--- src/rtl/core/bsd_pkg.sv ---
`timescale 1ns / 1ps

package bsd_pkg;

   // field widths fixed by the interface
   localparam int COORD_W     = 10;
   localparam int INNER_W     = 10;
   localparam int RADIUS_W    = 4;
   localparam int CSR_DATA_W  = 10;
   localparam int CSR_INDEX_W = 2;

   // register map
   typedef enum logic [CSR_INDEX_W-1:0] {
      CSR_INNER_WIDTH  = 2'd0,
      CSR_INNER_HEIGHT = 2'd1,
      CSR_RADIUS       = 2'd2
   } csr_reg_type;

   // control handed to every window cell
   typedef struct packed {
      logic shift;
      logic clear;
   } cell_ctrl_type;

endpackage

--- src/rtl/core/bsd_cell.sv ---
`timescale 1ns / 1ps

module bsd_cell #(
   parameter int INDEX  = 0,
   parameter int POS_W  = 11,
   parameter int DIAM_W = 5
) (
   input  logic                  clock,
   input  logic                  reset,
   input  bsd_pkg::cell_ctrl_type ctrl,
   input  logic                  shift_in,
   input  logic [POS_W-1:0]      span,
   input  logic [POS_W-1:0]      line_w,
   input  logic [DIAM_W-1:0]     diam,
   input  logic                  or_in,
   output logic                  q,
   output logic                  or_out
);

   import bsd_pkg::*;

   logic bit_ff;
   logic bit_in;
   logic in_span;

   // tap lies inside the window and inside the current row
   assign in_span = (POS_W'(INDEX) <= span)
                 && ((span - POS_W'(INDEX)) < line_w)
                 && (DIAM_W'(INDEX) <= diam);

   // contribution uses the value this cell takes on the shift
   assign or_out = or_in | (shift_in & in_span);

   always_comb begin
      bit_in = bit_ff;
      if (ctrl.clear) begin
         bit_in = 1'b0;
      end else if (ctrl.shift) begin
         bit_in = shift_in;
      end
   end

   always_ff @(posedge clock) begin
      if (reset) begin
         bit_ff <= 1'b0;
      end else begin
         bit_ff <= bit_in;
      end
   end

   assign q = bit_ff;

endmodule

--- config.mk ---
export PLATFORM = sky130hd
export DESIGN_NAME = bsd_cell
export DESIGN_NICKNAME = d
export VERILOG_FILES = /design/src/rtl/core/bsd_pkg.sv /design/src/rtl/core/bsd_cell.sv
export SDC_FILE = /design/constraint.sdc
export NUM_CORES = 1
export LEC_CHECK = 0
export BUFFER_PORTS_ARGS = -buffer_cell sky130_fd_sc_hd__buf_4
export CAP_MARGIN = 10
export CORE_AREA = 8 8 45 47
export DETAILED_ROUTE_END_ITERATION = 6
export DIE_AREA = 0 0 53 55
export GPL_TIMING_DRIVEN = 0
export PLACE_DENSITY = 0.69
export SLEW_MARGIN = 10
export SYNTH_ARGS = -nofsm -noshare
export SYNTH_HDL_FRONTEND = slang
export SYNTH_SLANG_ARGS = --single-unit
export TNS_END_PERCENT = 30
--- constraint.sdc ---
create_clock -name clock -period 0.8 [get_ports clock]
set_input_delay 0 -clock clock [delete_from_list [all_inputs] [get_ports clock]]
set_output_delay 0 -clock clock [all_outputs]
set_load 0.05 [all_outputs]
==> results by stage <==
Outcome:
- The flow ran to the end, but the final reports show violations.
- The checks that failed: setup timing.

STA:
- The shortest period the worst path allows is about 1100 ps.
- The hold violation count in the final report is 0.
- For the pin with the worst max-slew slack, the measured transition is about 210 ps.
- Timing would allow up to roughly 0.92 GHz.
- Headroom to the max-slew limit came out at 85.94%.
- Between clock sinks in the finished design, the worst skew comes to 0 ps.
- In the finished design, the share of the clock period the worst path needs comes to 135.3%.
- The number of setup violations in the final report is 1.
- In the final timing run, aggregate negative setup slack is -282.6 ps.
- Setup repair after global routing could not meet its margin everywhere.
- The number of pins exceeding their max-slew limit in the final report is 0.
- Setup slack on the critical path of the routed design comes to -282.6 ps.

Route:
- The via count of the routed design is approximately 360.
- For this block, the routed nets add up to 966 um of wire.
- The count of TritonRoute iterations in the first routing pass is 4.
- The via-per-instance ratio is between 4 and 5.
- In the final routed layout, each cell accounts on average for approximately 12 um.
- The count of unresolved DRC violations after routing is 0.
- The number of violations reported at the end of detailed-routing iteration 0 is 2.
- The count of nets left with antenna violations once routing finished came out at 0.

Setup path:
- The critical path in this run is classified as in2out.
- At the worst endpoint, the required time is around 800 ps.
- Among the stages of the critical path, the cell type that occurs most often is sky130_fd_sc_hd__a31oi_4.
- Along the worst path, the maximum fanout reaches 2.
- The critical-path cell with the highest stage delay is sky130_fd_sc_hd__ha_4.
- The data arrival time of the critical path is around 1100 ps.
- The startpoint identified for the worst register-to-register timing path is q.
- The count of cells along the worst register-to-register path is 2.
- Together, buffers and inverters on the worst path number 3.
- The launching element type of the critical path is a primary input.
- The endpoint of the worst register-to-register path is q.
- The type of destination of the critical path is an output pin.
- The maximum single-stage delay on the critical path is around 230 ps.
- Walking the worst path, the cells encountered are buf_8, inv_12, ha_4, a21o_1, a31oi_4, o21bai_4, a31oi_4, buf_6.
- The setup check on the worst reg-to-reg path leaves a slack of around 220 ps.
- The cell family with the largest share of critical-path delay is compound AO/OA/AOI/OAI gates.

Cells and area:
- The growth of design area from synthesis to finish is 124.6%.
- Excluding fillers, the count of instances in the completed layout stands at between 80 and 90.
- The number of fillers in the final layout is about 140.
- The proportion of layout cells with a drive suffix above 1 is roughly 60%.
- Once layout is done, the placed cells without fillers occupy 663.1 sq um.
- The number of nets in the layout is approximately 110.
- The number of flip-flops under the largest register name came to 1.
- The antenna diode instance count is 0.

Die:
- Once the floorplan was initialized, standard cells occupied between 20% and 30% of the core.
- 35 I/O pins were placed.
- Row generation in the floorplan step produced 14 rows.
- The core region is 1384 sq um.
- The die is ~55 um tall.
- The die outline area is ~3000 sq um.
- From left edge to right edge, the die measures around 53 um.

GRT:
- The number of antenna violations at the first check in global routing is 0.
- The layer flagged by global routing as most heavily used is met2.
- The first global-routing pass estimated 1.428 mm of wire.
- In the global route stage, overall resource usage came out at between 5 and 6%.
- In the global route stage, met2 resource usage came out at 10.35%.
- For this run the aggregate overflow at the end of global routing stands at 0.
- The number of global-route vias before repair is about 350.
- Global routing consumed, on the met3 layer, roughly 2.4% of the routing resources.
- For this run, global-route usage on met1 was measured as between 7 and 8%.
- The largest net degree at the start of global routing is 4.

Yosys:
- The combinational family with the most area after synthesis is adder cells.
- The sequential cell area fraction in the yosys report is ~6.8%.
- The cell type with the highest aggregate area in the netlist is sky130_fd_sc_hd__ha_1.
- The number of distinct standard cells referenced by the synthesized netlist is 16.
- Summing every instance area after synthesis gives around 300 sq um.
- The parity-gate share of the synthesized area counting xor and xnor cells is 0%.
- When the netlist entered floorplanning its net count stood at a little over 80.
- After technology mapping, the gate count stands at 39.
- The share of the synthesized area in the top cell type is 42.37%.
- The most used flip-flop cell after synthesis is sky130_fd_sc_hd__dfxtp_1.
- Ranked by instance count, the synthesized netlist is headed by 11 x sky130_fd_sc_hd__inv_1, 10 x sky130_fd_sc_hd__ha_1.
- A synthesized cell averages approximately 7.6 sq um.
- The most numerous cell in the Yosys netlist is sky130_fd_sc_hd__inv_1.
- By area the synthesized netlist is led by sky130_fd_sc_hd__ha_1 42%, sky130_fd_sc_hd__inv_1 14%, sky130_fd_sc_hd__dfxtp_1 6.8%.
- Counting flops with a built-in enable in the synthesized netlist gives 0.
- Of the total synthesized cell area, the portion taken by AND, OR, NAND and NOR gates is around 14%.
- The area fraction in compound gates after synthesis is 19.92%.
- The number of warnings reported in the yosys synthesis log is 0.
- The number of register bits inferred by synthesis is 1.
- The arithmetic-cell share of the synthesized area counting full adders, half adders and majority gates is between 40 and 50%.
- The fraction of synthesized area in multiplexers is 3.390%.
- The fraction of registers with async set/reset is 0%.

Power and ir drop:
- The total power is ~0.0004 W.
- The clock power share is 0%.
- Of the total power, registers draw 13.3%.
- The areal power density over the cells is approximately 600 nW/um^2.
- Cell internal power was estimated by the tool at around 0.00025 W.
- The static leakage is approximately 0.34 nW.
- The largest vdd supply drop is 0.2452 mV.
- The analysis attributes to net switching a power of around 0.00015 W.
- Of the total power, the share spent switching nets is between 30% and 40%.
- The part of the total power dissipated in combinational logic is between 80 and 90%.

Placed design:
- The instance area at placement is approximately 640 sq um.
- Counting tap cells, the placed design contains a total of 84 instances.
- The number of I/O port buffers is 29.
- The final estimated routing congestion in global placement is 0.7251.
- The total half-perimeter wirelength after legalization and detailed placement is around 900 um.
- The post-placement setup slack is -358.4 ps.

Worst hold path:
- The path class of the tightest hold or removal check is in2reg.
- The worst hold path cell count is 2.
- The hold path endpoint is q.
- The startpoint of the lowest-slack hold path is reset.

Clock tree:
- The number of buffers added for setup after CTS is 0.
- After clock tree synthesis, the clock-pin slew on the worst setup and hold paths is 0 ps.
- Hold repair after CTS inserted 0 buffers.
- The insertion delay to the later sink of the worst-skew pair is 0 ps.

Run:
- Across the run, the number of max-cap violations was 0.
==> per-stage QoR <==
| step | hold slack, ps | utilization [%] |
|---|---|---|
| detailed placement | 165.2 | 45.93 |
| finish | 163.4 | 47.92 |
| global route | 169.3 | 47.92 |
| CTS | 165.2 | 46.75 |
| floorplan | 76.79 | - |
| global placement | 162.1 | 45.93 |
==> placed cells by master (no fill, tap or decap), drive strengths merged <==
cell type and count:
nand2b 1, nand2 2, buf 29, o21ai 1, a31oi 2, inv 11
dfxtp 1, ha 10, a41oi 1, a21oi 2, a21o 2, nor3 1
o21bai 1, mux2i 1, and4b 1, nand3 1, nand4 1
==> cell families (layout without fill, tap and decap cells) <==
kind of cell	after synthesis	after routing
and+or+nand+nor	7	7
DFF	1	1
adders and majority gates	10	10
muxes	1	1
AOI/OAI and AO/OA	9	9
buffers and inverters	11	40
==> worst max-delay path by stage <==
stage | endpoint | start | slack (ps) | depth (start not counted)
3_5_place_dp | or_out | line_w[2] | -360 | 8
3_3_place_gp | or_out | line_w[2] | -360 | 8
6_report | or_out | line_w[2] | -280 | 8
4_1_cts | or_out | line_w[2] | -290 | 8
2_1_floorplan | or_out | line_w[2] | -200 | 6
5_1_grt | or_out | line_w[2] | -330 | 8
==> per-layer routing <==
layer  routed length, um  share of wire (%)
met5                   0                  0
met4                   0                  0
met1                 336                 35
met2                 494                 51
met3                 134                 14
==> power groups by stage <==
stage	combinational [W]	sequential [W]	clock, W
global route	0.000377	0.0000535	0
global placement	0.000318	0.0000532	0
finish	0.000346	0.0000533	0
detailed placement	0.000324	0.0000533	0
CTS	0.000332	0.0000533	0
floorplan	0.000170	0.0000590	0
==> repair_timing <==
action                                  CTS  global route
endpoints found under the setup margin    1             1
pin swaps                                 0             1
resized for setup                         3             3
==> area by class of cell <==
class / instances / area, sq um / area share (%)
timing repair buffer: 29 / 229.0 / 34.53
multi-input combinational: 27 / 337.8 / 50.94
inverter: 11 / 56.30 / 8.491
sequential: 1 / 20.02 / 3.019
tap: 16 / 20.02 / 3.019
Note: power is estimated with default switching activity, not from simulation.
